===== src/rtl/mwlk_pkg.sv =====
// Shared types, constants and letter tables for the Morse word LED keyer.
`timescale 1ns / 1ps

package mwlk_pkg;

  localparam int WORD_LETTERS = 4;
  localparam int LIDX_W       = (WORD_LETTERS > 1) ? $clog2(WORD_LETTERS) : 1;
  localparam int NUM_REGS     = 4;
  localparam int CODE_W       = 3;
  localparam int CFG_IDX_W    = 3;
  localparam int LEN_W        = 3;
  localparam int SYM_W        = 2;

  typedef logic [CODE_W-1:0]                code_t;
  typedef logic [NUM_REGS-1:0][CODE_W-1:0]  letter_regs_t;
  typedef logic [LIDX_W-1:0]                lidx_t;
  typedef logic [SYM_W-1:0]                 sym_t;
  typedef logic [LEN_W-1:0]                 len_t;

  typedef enum logic [2:0] {
    KIND_DOT     = 3'd0,
    KIND_DASH    = 3'd1,
    KIND_SYMGAP  = 3'd2,
    KIND_LETGAP  = 3'd3,
    KIND_WORDGAP = 3'd4
  } kind_t;

  localparam code_t LETTER_A = 3'd0;
  localparam code_t LETTER_E = 3'd1;
  localparam code_t LETTER_I = 3'd2;
  localparam code_t LETTER_P = 3'd3;
  localparam code_t LETTER_R = 3'd4;

  localparam letter_regs_t LETTER_RST = {LETTER_R, LETTER_A, LETTER_E, LETTER_P};

  // per-item status handed from the sequencer to the output stage
  typedef struct packed {
    logic led_on;
    logic word_gap;
  } key_stat_t;

  function automatic code_t code_sat(input code_t c);
    code_sat = (c > LETTER_R) ? LETTER_R : c;
  endfunction

  function automatic len_t letter_len(input code_t c);
    case (code_sat(c))
      LETTER_A: letter_len = 3'd2;
      LETTER_E: letter_len = 3'd1;
      LETTER_I: letter_len = 3'd2;
      LETTER_P: letter_len = 3'd4;
      default:  letter_len = 3'd3;
    endcase
  endfunction

  // bit i set for a dash at symbol i
  function automatic logic [3:0] letter_pat(input code_t c);
    case (code_sat(c))
      LETTER_A: letter_pat = 4'b0010;
      LETTER_E: letter_pat = 4'b0000;
      LETTER_I: letter_pat = 4'b0000;
      LETTER_P: letter_pat = 4'b0110;
      default:  letter_pat = 4'b0010;
    endcase
  endfunction

  // symbols past the end of the letter read as a dot
  function automatic logic letter_dash(input code_t c, input sym_t s);
    logic [3:0] pat;
    pat = letter_pat(c);
    letter_dash = ({1'b0, s} < letter_len(c)) ? pat[s] : 1'b0;
  endfunction

  function automatic len_t kind_len(input kind_t k);
    case (k)
      KIND_DASH:    kind_len = 3'd3;
      KIND_LETGAP:  kind_len = 3'd3;
      KIND_WORDGAP: kind_len = 3'd7;
      default:      kind_len = 3'd1;
    endcase
  endfunction

endpackage


===== src/rtl/mwlk_cfg_regs.sv =====
// Letter code registers written through the configuration port.
`timescale 1ns / 1ps

module mwlk_cfg_regs (
  input  logic                                 clk,
  input  logic                                 rst_n,
  input  logic                                 cfg_valid,
  input  logic [mwlk_pkg::CFG_IDX_W-1:0]       cfg_index,
  input  logic [mwlk_pkg::CODE_W-1:0]          cfg_data,
  output logic                                 cfg_ready,
  output mwlk_pkg::letter_regs_t               letters
);

  mwlk_pkg::letter_regs_t letters_r;

  assign cfg_ready = 1'b1;
  assign letters   = letters_r;

  always_ff @(posedge clk) begin
    if (!rst_n) begin
      letters_r <= mwlk_pkg::LETTER_RST;
    end else if (cfg_valid && cfg_ready &&
                 (cfg_index < mwlk_pkg::CFG_IDX_W'(mwlk_pkg::NUM_REGS))) begin
      letters_r[cfg_index[1:0]] <= cfg_data;
    end
  end

endmodule


===== src/rtl/mwlk_seq.sv =====
// Element sequencer: keyer state and its per-tick update.
`timescale 1ns / 1ps

module mwlk_seq (
  input  logic                     clk,
  input  logic                     rst_n,
  input  logic                     step,
  input  logic                     tick,
  input  mwlk_pkg::letter_regs_t   letters,
  output mwlk_pkg::key_stat_t      stat
);

  localparam logic [mwlk_pkg::LIDX_W:0] WL =
    (mwlk_pkg::LIDX_W + 1)'(mwlk_pkg::WORD_LETTERS);
  localparam mwlk_pkg::lidx_t LAST_LI =
    mwlk_pkg::LIDX_W'(mwlk_pkg::WORD_LETTERS - 1);

  mwlk_pkg::kind_t kind_r, kind_nxt;
  mwlk_pkg::lidx_t li_r, li_nxt;
  mwlk_pkg::sym_t  sym_r, sym_nxt;
  mwlk_pkg::len_t  len_r, len_nxt;
  mwlk_pkg::len_t  cnt_r, cnt_nxt;

  mwlk_pkg::len_t          cnt_inc;
  logic [mwlk_pkg::LIDX_W+1:0] li_ext, li_nxt_ext;
  mwlk_pkg::code_t         cur_code, nxt_code;
  logic                    sym_last, li_last, take_sym;

  assign stat.led_on   = (kind_r == mwlk_pkg::KIND_DOT) || (kind_r == mwlk_pkg::KIND_DASH);
  assign stat.word_gap = (kind_r == mwlk_pkg::KIND_WORDGAP);

  always_comb begin
    cnt_inc    = cnt_r + 3'd1;
    li_ext     = {2'b00, li_r};
    cur_code   = letters[li_ext[1:0]];
    sym_last   = ({1'b0, sym_r} + 3'd1) >= mwlk_pkg::letter_len(cur_code);
    li_last    = ({1'b0, li_r} + 1'b1) >= WL;
    kind_nxt   = kind_r;
    li_nxt     = li_r;
    sym_nxt    = sym_r;
    len_nxt    = len_r;
    cnt_nxt    = cnt_r;
    take_sym   = 1'b0;
    if (tick) begin
      if (cnt_inc >= len_r) begin
        cnt_nxt = '0;
        unique case (kind_r) inside
          mwlk_pkg::KIND_DOT, mwlk_pkg::KIND_DASH: begin
            if (sym_last) begin
              kind_nxt = li_last ? mwlk_pkg::KIND_WORDGAP : mwlk_pkg::KIND_LETGAP;
            end else begin
              kind_nxt = mwlk_pkg::KIND_SYMGAP;
            end
          end
          mwlk_pkg::KIND_SYMGAP: begin
            sym_nxt  = sym_r + 2'd1;
            take_sym = 1'b1;
          end
          mwlk_pkg::KIND_LETGAP: begin
            li_nxt   = li_last ? '0 : li_r + 1'b1;
            sym_nxt  = '0;
            take_sym = 1'b1;
          end
          default: begin
            li_nxt   = '0;
            sym_nxt  = '0;
            take_sym = 1'b1;
          end
        endcase
      end else begin
        cnt_nxt = cnt_inc;
      end
    end
    li_nxt_ext = {2'b00, li_nxt};
    nxt_code   = letters[li_nxt_ext[1:0]];
    if (take_sym) begin
      kind_nxt = mwlk_pkg::letter_dash(nxt_code, sym_nxt) ?
                 mwlk_pkg::KIND_DASH : mwlk_pkg::KIND_DOT;
    end
    if (tick && (cnt_inc >= len_r)) begin
      len_nxt = mwlk_pkg::kind_len(kind_nxt);
    end
  end

  always_ff @(posedge clk) begin
    if (!rst_n) begin
      kind_r <= mwlk_pkg::letter_dash(mwlk_pkg::LETTER_RST[0], '0) ?
                mwlk_pkg::KIND_DASH : mwlk_pkg::KIND_DOT;
      len_r  <= mwlk_pkg::letter_dash(mwlk_pkg::LETTER_RST[0], '0) ? 3'd3 : 3'd1;
      li_r   <= '0;
      sym_r  <= '0;
      cnt_r  <= '0;
    end else if (step) begin
      kind_r <= kind_nxt;
      len_r  <= len_nxt;
      li_r   <= li_nxt;
      sym_r  <= sym_nxt;
      cnt_r  <= cnt_nxt;
    end
  end

`ifndef SYNTHESIS
  a_cnt_in_range: assert property (@(posedge clk) disable iff (!rst_n)
    cnt_r < len_r)
    else $error("unit count reached element length");

  a_len_matches_kind: assert property (@(posedge clk) disable iff (!rst_n)
    len_r == mwlk_pkg::kind_len(kind_r))
    else $error("element length disagrees with kind");

  a_wordgap_last_letter: assert property (@(posedge clk) disable iff (!rst_n)
    (kind_r == mwlk_pkg::KIND_WORDGAP) |-> (li_r == LAST_LI))
    else $error("word gap outside last letter");
`endif

endmodule


===== src/rtl/morse_word_led_keyer_top.sv =====
// Top level of the Morse word LED keyer: input stage, sequencer, result stage.
`timescale 1ns / 1ps

// channel | signals                                    | direction
// in      | in_valid, in_stall, in_tick                | item in
// out     | out_valid, out_stall, out_led_on, out_word_gap | item out
// cfg     | cfg_valid, cfg_ready, cfg_index, cfg_data  | register write
//
// One item per cycle sustained while out_stall is low; each item passes the input register, then the result register.
// The result reflects the element in force before the item's tick advances it.
// Synchronous active-low reset restores the default word (p e a r), first dot.
// out_stall holds the result register and backs up into in_stall the same cycle.

module morse_word_led_keyer_top (
  input  logic                                 clk,
  input  logic                                 rst_n,
  input  logic                                 in_valid,
  output logic                                 in_stall,
  input  logic                                 in_tick,
  output logic                                 out_valid,
  input  logic                                 out_stall,
  output logic                                 out_led_on,
  output logic                                 out_word_gap,
  input  logic                                 cfg_valid,
  output logic                                 cfg_ready,
  input  logic [mwlk_pkg::CFG_IDX_W-1:0]       cfg_index,
  input  logic [mwlk_pkg::CODE_W-1:0]          cfg_data
);

  mwlk_pkg::letter_regs_t letters;
  mwlk_pkg::key_stat_t    stat;

  logic s1_valid_r;
  logic s1_tick_r;
  logic out_valid_r;
  mwlk_pkg::key_stat_t out_stat_r;
  logic out_load;

  assign out_load  = s1_valid_r && (!out_valid_r || !out_stall);
  assign in_stall  = s1_valid_r && !out_load;
  assign out_valid = out_valid_r;
  assign out_led_on   = out_stat_r.led_on;
  assign out_word_gap = out_stat_r.word_gap;

  mwlk_cfg_regs u_cfg (
    .clk       (clk),
    .rst_n     (rst_n),
    .cfg_valid (cfg_valid),
    .cfg_index (cfg_index),
    .cfg_data  (cfg_data),
    .cfg_ready (cfg_ready),
    .letters   (letters)
  );

  mwlk_seq u_seq (
    .clk     (clk),
    .rst_n   (rst_n),
    .step    (out_load),
    .tick    (s1_tick_r),
    .letters (letters),
    .stat    (stat)
  );

  always_ff @(posedge clk) begin
    if (!rst_n) begin
      s1_valid_r  <= 1'b0;
      out_valid_r <= 1'b0;
    end else begin
      if (!in_stall) begin
        s1_valid_r <= in_valid;
      end
      if (out_load) begin
        out_valid_r <= 1'b1;
      end else if (!out_stall) begin
        out_valid_r <= 1'b0;
      end
    end
  end

  always_ff @(posedge clk) begin
    if (in_valid && !in_stall) begin
      s1_tick_r <= in_tick;
    end
    if (out_load) begin
      out_stat_r <= stat;
    end
  end

`ifndef SYNTHESIS
  a_stall_needs_item: assert property (@(posedge clk) disable iff (!rst_n)
    in_stall |-> (s1_valid_r && out_valid_r && out_stall))
    else $error("input stalled without a held item");
`endif

endmodule


===== config.mk =====
export PLATFORM = sky130hd
export DESIGN_NAME = morse_word_led_keyer_top
export DESIGN_NICKNAME = d
export VERILOG_FILES = /design/src/rtl/mwlk_pkg.sv /design/src/rtl/mwlk_cfg_regs.sv /design/src/rtl/mwlk_seq.sv /design/src/rtl/morse_word_led_keyer_top.sv
export SDC_FILE = /design/constraint.sdc
export NUM_CORES = 1
export LEC_CHECK = 0
export BUFFER_PORTS_ARGS = -buffer_cell sky130_fd_sc_hd__buf_4
export CAP_MARGIN = 20
export CORE_ASPECT_RATIO = 1.75
export CORE_MARGIN = 10
export CORE_UTILIZATION = 59
export DETAILED_ROUTE_END_ITERATION = 10
export PLACE_DENSITY = 0.84
export RECOVER_POWER = 100
export SKIP_CTS_REPAIR_TIMING = 1
export SYNTH_ARGS = -nofsm -noshare
export SYNTH_HDL_FRONTEND = slang
export SYNTH_SLANG_ARGS = --single-unit

===== constraint.sdc =====
create_clock -name clk -period 4.6 [get_ports clk]
set_input_delay 0.23 -clock clk [delete_from_list [all_inputs] [get_ports clk]]
set_output_delay 0.23 -clock clk [all_outputs]
set_load 0.01 [all_outputs]

# [Word level (Yosys, flattened, before mapping)]
# Cells that the tools add are included.
[word_totals] reg_bits=30 input_bits=12 output_inout_bits=5 wordCells=106
[classes] addsub=5 n_lt_le_gt_ge=12 n_eq_ne=14 mux=38 n_reduce_logical=23
[op_table] op="3-bit two-way mux" count=13
[op_table] op="3-bit by 2-bit == test with 1-bit output (second input constant)" count=7
[op_table] op="3-bit one-hot mux with 3 select lines" count=2
[op_table] op="3-bit binary-select mux with 2-bit select" count=2
[op_table] op="12-bit bitwise mux" count=1
[op_table] op="3-bit by 1-bit == test with 1-bit output (second input constant)" count=4
[op_table] op="2-bit by 3-bit less-than comparator with 1-bit output (second input constant)" count=4
[op_table] op="3-bit one-hot mux with 2 select lines" count=2
[op_table] op="2-bit two-way mux" count=5
[op_table] op="2-bit OR reduction" count=5
[op_table] op="3-bit zero test" count=3
[op_table] op="1-bit two-way mux" count=8
[op_table] op="2-bit one-hot mux with 2 select lines" count=2
[op_table] op="2-bit by 1-bit adder with 3-bit output (second input constant)" count=2
[op_table] op="3-bit demux with 2-bit select" count=1
[op_table] op="3-bit == test (second input constant)" count=2
[op_table] op="3-bit >= comparator" count=2
[op_table] op="3-bit > comparator (second input constant)" count=2
[op_table] op="1-bit logical AND" count=6
[op_table] op="2-bit by 1-bit adder with 2-bit output (second input constant)" count=2
[op_table] op="1-bit zero test" count=4
[op_table] op="4-bit two-way mux" count=1
[op_table] op="2-bit AND reduction" count=2
[op_table] op="3-bit by 1-bit adder with 3-bit output (second input constant)" count=1
[op_table] op="other kinds (8)" count=9

# [Depth between registers and ports, before layout]
# Gate-level depths: netlist of the first run.
[logic_depth] word_depth=22 mapped_depth=15 depth_no_buf=15

# [Cells and area by module]
# Synthesis of the first run repeated with hierarchy kept, for this count alone.
[unflattened] hier_cells=199 area_unflattened_um2=1919.3
[by_module_without_submodules] mod="mwlk_seq" instances=1 cells_per_inst=139 area_per_inst_um2=1222.4 seq_area_each_um2=240.2
[by_module_without_submodules] mod="mwlk_cfg_regs" instances=1 cells_per_inst=49 area_per_inst_um2=523.0 seq_area_each_um2=240.2
[by_module_without_submodules] mod="morse_word_led_keyer_top" instances=1 cells_per_inst=11 area_per_inst_um2=173.9 seq_area_each_um2=130.1

# [Least setup slack after synthesis of the first run]
# No wires, ideal clock.
[synth_timing] kind="register -> register" from="register u_seq.cnt_r[0]" to="register u_seq.len_r[1]" setup_ps=86 arrival_ps=3366 required_time_ps=4514 slack_ps=1148 path_stages_with_launch=16 path_buffers=0 synth_period_minus_slack_ps=3452 cell_sequence="dfxtp_1 > ha_1 > xor2_1 > ha_1 > o21ai_1 > a21oi_4 > mux2i_2 > mux2_2 > nor2_1 > a21oi_1 > ha_1 > nor3_1 > nand3_1 > nor4b_1 > nor4bb_2 > a221oi_2"
[synth_between] elab_chain_len=20
[synth_rtl] item="start: declaration" line="mwlk_seq.sv:22" text="mwlk_pkg::len_t cnt_r, cnt_nxt;"
[synth_rtl] item="start signal: assignment" line="mwlk_seq.sv:98" text="cnt_r <= cnt_nxt;"
[synth_rtl] item="3-bit by 1-bit adder with 3-bit output *" line="mwlk_seq.sv:33" text="cnt_inc = cnt_r + 3'd1;"
[synth_rtl] item="3-bit >= comparator *" line="mwlk_seq.sv:45, mwlk_seq.sv:80"
[synth_rtl] item="parallel branches: the longest is 18 deep, another holds 3-bit > comparator"
[synth_rtl] item="end signal: assignment" line="mwlk_seq.sv:89" text="len_r <= mwlk_pkg::letter_dash(mwlk_pkg::LETTER_RST[0], '0) ? 3'd3 : 3'd1;"
[synth_rtl] item="end signal: assignment" line="mwlk_seq.sv:95" text="len_r <= len_nxt;"
[synth_rtl] item="end: declaration" line="mwlk_seq.sv:21" text="mwlk_pkg::len_t len_r, len_nxt;"
# Every way passes the cells marked *. The select of a mux whose other input is x is not followed.
# A chain may end at the register's enable or synchronous reset.

# [Worst setup path in the final report of the first run]
# Same ends and word-level chain as after synthesis.

==> metrics.txt, run 1 <==
Net Sw Frac=27.1%; Antenna diodes=0; sequential power share=48.0%; Final min period=4160 ps; fraction of met2 tracks used by global routing=32.3%; grt ovf=0; Util after Layout=68.8%; LEAKAGE=0.822 nW; xor/xnor share of the synthesized area=0.943%; critical path required time=4800 ps; # IOs=17; Final Setup Violations=0; flops & latches, synth=29; Mean Syn Cell Area=9.24 µm²; routed wire length per instance=18.9 µm; post-synthesis sequential area ratio=32.9%; cell mode on critical path=ha_1; initial antenna violation count=0; Clock Root Buffer=clkbuf_8; WS Path Type=flop to flop; Port Buf Inserts=15; Routed WL=4880 µm; P_int=0.411 mW; layout cells sized above 1=13.4%; Inserted Clock Buffers=5; Peak VDD IR=206 µV; CTS clk-pin slew, worst paths=70 ps; vias in the first global route=1746; main combinational cell family by area after synthesis=simple AND/OR/NAND/NOR gates; global-route wire length before repair=8050 µm; cell taking the most area after synthesis=dfxtp_1; H-tree depth=2; drt drc=0; Core ar.=0.00296 mm²; syn_nets=222; GRT Total Usage=17.0%; met3 Use GR=4.78%; Compound-Gate Fraction of Synth Area=17.3%; First-pass DRT Iterations=4; top post-synthesis cells by area=dfxtp_1, mux2i_1, ha_1, edfxtp_1, nor2_1; Startpoint Class=flop; CP Max Fanout=5; simple-gate area share of the yosys netlist=25.3%; synth unique cells=52; Final ANT Viol Nets=0; clock share of power=39.6%; pwr dens=277 mW/mm²; CP Capture Type=flop; Die Y-Extent=94.2 µm; clock latency on the worst-skew pair=290 ps; portion of netlist area occupied by mux cells=13.7%; Critical Path AT=4360 ps; max frequency=240 MHz; TritonCTS clock tree=built; pin count of the biggest net entering global routing=22; top_reg_cell synth=dfxtp_1; YS warnings=0; DPL Wire Length=3490 µm; top cells by count, synth=dfxtp_1, nor2_1, nand2_1, mux2i_1; slowest cell on the critical path=a221oi_1; via count=1664; Initial Utilization=62.7%; status=complete, no violations; chip width=62.4 µm; final period utilization=90.5%; RSZ-0062 raised after global routing=no; Mapped Area=0.00186 mm²; worst clock skew=11.0 ps; Net Sw Power=0.153 mW; clock sink count=29; critical path, cell by cell=ha_1, xor2_1, ha_1, o21ai_1, a211oi_1, a221oi_1, nor2_1, a21oi_1, ha_1, nor3_1, nand3_1, nor4b_1, nor4bb_2, a221oi_2; Hold Violations, Final=0; Layout area overhead=9.70%; Final nets=236; Least-Margin Pin Slew=1250 ps; Via density=6.45; combinational group share of total power=12.4%; Starting DRT DRC Count=80; top cell type's share of synthesized area=28.0%; DIE AREA=0.00588 mm²; Slew headroom=15.7%; Max Cap Viol=0; max incr delay on CP=700 ps; cell with the most instances after synthesis=dfxtp_1; Post-synth EDFFs=3; GRT busiest layer=met2; setup TNS=0 ps; fin. max-slew vios=0; Synth Area in Adders=6.06%; Mapped Cells=201; row cnt=26; global-route track usage on met1=14.8%; Clock Path Buffers=2; Post-synth ARST share=0%; Hold Path Class=input pin to flop; GPL Wtd Cong=0.897; fillcell total=240
-- cells in the final DEF (no fill, tap or decap), types with 3 or more instances in the layout --
master    count
nor3b_1       3
nand2b_1      3
dfxtp_1      26
o21ai_0       6
inv_1         6
clkbuf_8      6
a211oi_1      4
nor3_1        3
a21o_1        4
buf_4         7
edfxtp_1      3
ha_1          9
nand4b_1      3
nor2b_1      11
nand2_1      20
clkbuf_1      7
a21oi_1      11
mux4_1        3
mux2i_1      15
nor2_1       23
-- flip-flops by register name, summed over array words and instances, names as in the netlist --
| name | count |
|---|---|
| u_cfg.letters | 12 |
| u_seq.cnt_r | 3 |
| u_seq.kind_r | 3 |
| u_seq.len_r | 2 |
| u_seq.li_r | 2 |
| u_seq.sym_r | 2 |
| out_led_on | 1 |
| out_valid | 1 |
| out_word_gap | 1 |
| s1_tick_r | 1 |
| s1_valid_r | 1 |
-- power by group through the flow --
stage | combinational (mW) | sequential (mW) | clock [mW]
2_1_floorplan | 0.0498 | 0.272 | 0
3_3_place_gp | 0.0655 | 0.276 | 0
3_5_place_dp | 0.0698 | 0.276 | 0
4_1_cts | 0.0714 | 0.271 | 0.227
5_1_grt | 0.0766 | 0.271 | 0.240
6_report | 0.0702 | 0.271 | 0.223
-- kinds of logic (layout without fill, tap and decap cells) --
family | after synthesis | after routing
flops | 29 | 29
fa+ha+maj | 9 | 9
compound gates | 42 | 42
mux | 20 | 20
xor+xnor | 2 | 2
other cells | 1 | 1
simple gates | 84 | 84
buf+inv | 14 | 29
-- worst paths after layout --
path | from | end | slack (ps) | cells past startpoint
worst max-delay path | u_seq.cnt_r[0] | u_seq.len_r[1] | 440 | 14
worst min-delay path | in_tick | s1_tick_r | 140 | 1
worst min register to register | u_seq.len_r[2] | u_seq.len_r[2] | 460 | 2
worst max register to register | u_seq.cnt_r[0] | u_seq.len_r[1] | 440 | 14
-- metrics by stage --
| step | cells | setup WS, ps | hold WS [ps] | power, mW | cell area, µm² |
|---|---|---|---|---|---|
| 6_report | 258 | 438 | 136 | 0.564 | 2040 |
| 2_1_floorplan | 201 | 1150 | 292 | 0.322 | 1860 |
| 3_5_place_dp | 250 | 754 | 410 | 0.346 | 1980 |
| 4_1_cts | 258 | 608 | 109 | 0.569 | 2070 |
| 3_3_place_gp | 250 | 970 | 409 | 0.341 | 1980 |
| 5_1_grt | 258 | 352 | 129 | 0.587 | 2040 |
-- per-layer routing --
metal  up-vias  part of all wire, %
li1        763                    -
met3        36                  5.2
met4         0                  6.0
met5         -                    0
met2        74                   54
met1       791                   34
-- final cells by class --
cell class,instances,area [µm²],share of cell area (%)
multi-input combinational,158,1170,57.4
sequential,29,611,30.0
timing repair buffer,15,86.3,4.24
clock buffer,6,82.6,4.05
tap,42,52.6,2.58
inverter,6,22.5,1.11
clock inverter,2,13.8,0.676
-- critical path: cells and delay by family, from the launching register on --
kind,cells,cell delay (ps)
xor gates and xnor gates,1,160
adders and majority gates,3,770
DFF,1,400
AOI/OAI and AO/OA,5,1710
and+or+nand+nor,5,1010
(Power assumes the default switching activity.)
==> run 2, diff against run 1 <==
--- a/config.mk
+++ b/config.mk
@@ -10,10 +10,12 @@
 export CORE_ASPECT_RATIO = 1.75
 export CORE_MARGIN = 10
 export CORE_UTILIZATION = 59
+export CTS_CLUSTER_SIZE = 25
 export DETAILED_ROUTE_END_ITERATION = 10
 export PLACE_DENSITY = 0.84
 export RECOVER_POWER = 100
 export SKIP_CTS_REPAIR_TIMING = 1
 export SYNTH_ARGS = -nofsm -noshare
 export SYNTH_HDL_FRONTEND = slang
+export SYNTH_HIERARCHICAL = 1
 export SYNTH_SLANG_ARGS = --single-unit
==> run 2 against run 1 <==
Die area rose by 2.5%; clock-buffer cell count up 1; wire length fell by 4.7%; non-clock buffer count is 1 higher; combinational power is 37% higher; setup slack better by 410 ps; clock power is 20% higher; global-route usage fell by 0.27 points; highest routed layer unchanged.
==> metrics.txt, run 2 <==
Routed WL=4650 µm (-4.7%); TritonCTS clock tree=built; First-pass DRT Iterations=5 (+1); Core ar.=0.00314 mm² (+6.1%); GRT busiest layer=met2; top_reg_cell synth=dfxtp_1; clock sink count=29 (unchanged); global-route wire length before repair=7920 µm (-1.6%); R2R Path Start=u_seq/cnt_r[0]; critical path required time=4800 ps (about the same); syn_nets=220 (-0.90%); Post-synth EDFFs=3 (unchanged); CP Max Fanout=5 (unchanged); Startpoint Class=flop; Die Y-Extent=95.5 µm (+1.3%); WS Path Type=flop to flop; Mapped Cells=199 (-1.0%); flop2flop setup slack=850 ps (+410 ps); top post-synthesis cells by area=dfxtp_1, mux2i_1, ha_1, nand2_1, edfxtp_1; Final ANT Viol Nets=0 (unchanged); chip width=63.1 µm (+1.1%); fin. max-slew vios=0 (unchanged); most frequent cells in the layout=nand2_1, dfxtp_1, mux2i_1; dpl cell area=0.00204 mm² (+3.2%); Final min period=3750 ps (-407 ps); cell taking the most area after synthesis=dfxtp_1; met3 Use GR=3.99% (-0.79 points); Hold Path Class=input pin to flop; CTS clk-pin slew, worst paths=60 ps (about the same); # IOs=17 (unchanged); Peak VDD IR=252 µV (+22%); Layout area overhead=9.00%; Antenna diodes=0 (unchanged); routed wire length per instance=18.0 µm (-4.7%); Final Setup Violations=0 (unchanged); Post-synth ARST share=0% (unchanged); row cnt=27 (+3.8%); synth unique cells=57 (+9.6%); pwr dens=305 mW/mm² (+10%); vias in the first global route=1701 (-2.6%); Port Buf Inserts=15 (unchanged); Inserted Clock Buffers=5 (unchanged); cell with the most instances after synthesis=nand2_1; worst clock skew=5.31 ps (-5.65 ps); setup TNS=0 ps (unchanged); FF-to-FF End=u_seq/kind_r[0]; Mean Syn Cell Area=9.64 µm² (+4.4%); post-synthesis sequential area ratio=31.8% (-1.1 points); DPL Wire Length=3540 µm (+1.4%); Hold Violations, Final=0 (unchanged); worst hold slack=145 ps (+9.28 ps); Final nets=235 (-0.42%); max frequency=266 MHz (+11%); Worst R2R Path Depth=13 (-1); Hold EP=s1_tick_r; final period utilization=81.6% (-8.9 points); Hold Path Cell Cnt=1 (unchanged); commonest non-fill, non-tap cell in the layout=nand2_1; Finished Cell Area=0.00209 mm² (+2.7%); Critical Path AT=3960 ps (-400 ps); clock latency on the worst-skew pair=280 ps (about the same); GRT Total Usage=16.7% (-0.27 points); fraction of met2 tracks used by global routing=31.8% (-0.50 points); H-tree depth=2 (unchanged); grt ovf=0 (unchanged); total chip power=0.638 mW (+13%); via count=1637 (-1.6%); CP Capture Type=flop; Slew headroom=28.6% (+13 points); Util after Layout=66.6% (-2.2 points); pin count of the biggest net entering global routing=33 (+50%); number of flip-flops in the largest register=12 (unchanged); LEAKAGE=0.796 nW (-3.2%); RSZ-0062 raised after global routing=no; Starting DRT DRC Count=63 (-21%); DIE AREA=0.00602 mm² (+2.5%); initial antenna violation count=0 (unchanged); Via density=6.34 (-1.6%); Least-Margin Pin Slew=1060 ps (-197 ps); Mapped Area=0.00192 mm² (+3.4%); Max Cap Viol=0 (unchanged); global-route track usage on met1=14.2% (-0.60 points); Clock Path Buffers=2 (unchanged); YS warnings=6 (+6); Clock Root Buffer=clkbuf_8; HP Start=in_tick; top cell type's share of synthesized area=27.1% (-0.91 points); top cells by count, synth=nand2_1, dfxtp_1, mux2i_1, nor2b_1, o21ai_0; drt drc=0 (unchanged); GPL Wtd Cong=0.979 (+9.1%); Initial Utilization=61.1% (-1.6 points); flops & latches, synth=29 (unchanged); layout cells sized above 1=15.3% (+1.9 points); status=complete, no violations
[run 2: cell count changes in the layout (fill, tap and decap cells not counted), moves of 4 or more]
cell,previous run,this run
nand2_1,20,28
nand3_1,2,6
a21oi_1,11,6
o21ai_0,6,10
nor2_1,23,5
a21boi_0,2,7
[run 2: layer usage]
layer  vias to the layer above  wire length, µm
li1                        769                -
met1                       778             1530
met2                        62             2600
met3                        28              200
met4                         0              311
met5                         -                0
[run 2: worst max-delay path, cell delays in order (launching register included)]
cell       delay, ps
dfxtp_1          390
ha_1             230
xor2_1           200
ha_1             290
o21ai_2          310
a2111oi_4        100
a221oi_1         520
o211ai_1         210
a211oi_1         410
ha_1             300
nor4_1           190
nand2_1          110
a21o_1           210
a41oi_1          190
[run 2: worst max path at each step]
stage                   start              end  slack [ps]  cells past startpoint
6_report       u_seq/cnt_r[0]  u_seq/kind_r[0]         850                     13
5_1_grt        u_seq/cnt_r[0]  u_seq/kind_r[0]         530                     13
4_1_cts        u_seq/cnt_r[0]  u_seq/kind_r[0]        1110                     13
3_5_place_dp   u_seq/cnt_r[0]  u_seq/kind_r[0]        1150                     13
3_3_place_gp   u_seq/cnt_r[0]  u_seq/kind_r[0]        1430                     13
2_1_floorplan  u_seq/cnt_r[0]  u_seq/kind_r[0]        1620                     13
[run 2: cell families after synthesis]
| kind of cell | share of synthesized area, % |
|---|---|
| muxes | 10.3 |
| DFF | 31.8 |
| adders and majority gates | 5.87 |
| other | 0.195 |
| AOI/OAI and AO/OA | 24.8 |
| buffers and inverters | 4.11 |
| and+or+nand+nor | 22.0 |
| xor gates and xnor gates | 0.913 |
[run 2: cell type report]
type                       count  area (µm²)
timing repair buffer          16        97.6
fill                         280        1050
inverter                       7        26.3
multi-input combinational    155        1190
sequential                    29         611
clock buffer                   7        86.3
clock inverter                 1        30.0
tap                           43        53.8
[run 2: power breakdown]
group	internal, mW	switching (mW)	total [mW]
registers	0.263	0.0104	0.274
logic	0.0421	0.0539	0.0961
clock network	0.176	0.0918	0.268
[run 2: per-stage QoR]
step	setup WS, ps	cells
detailed placement	1150	250
global route	531	258
global placement	1430	250
finish	846	258
CTS	1110	258
floorplan	1620	199
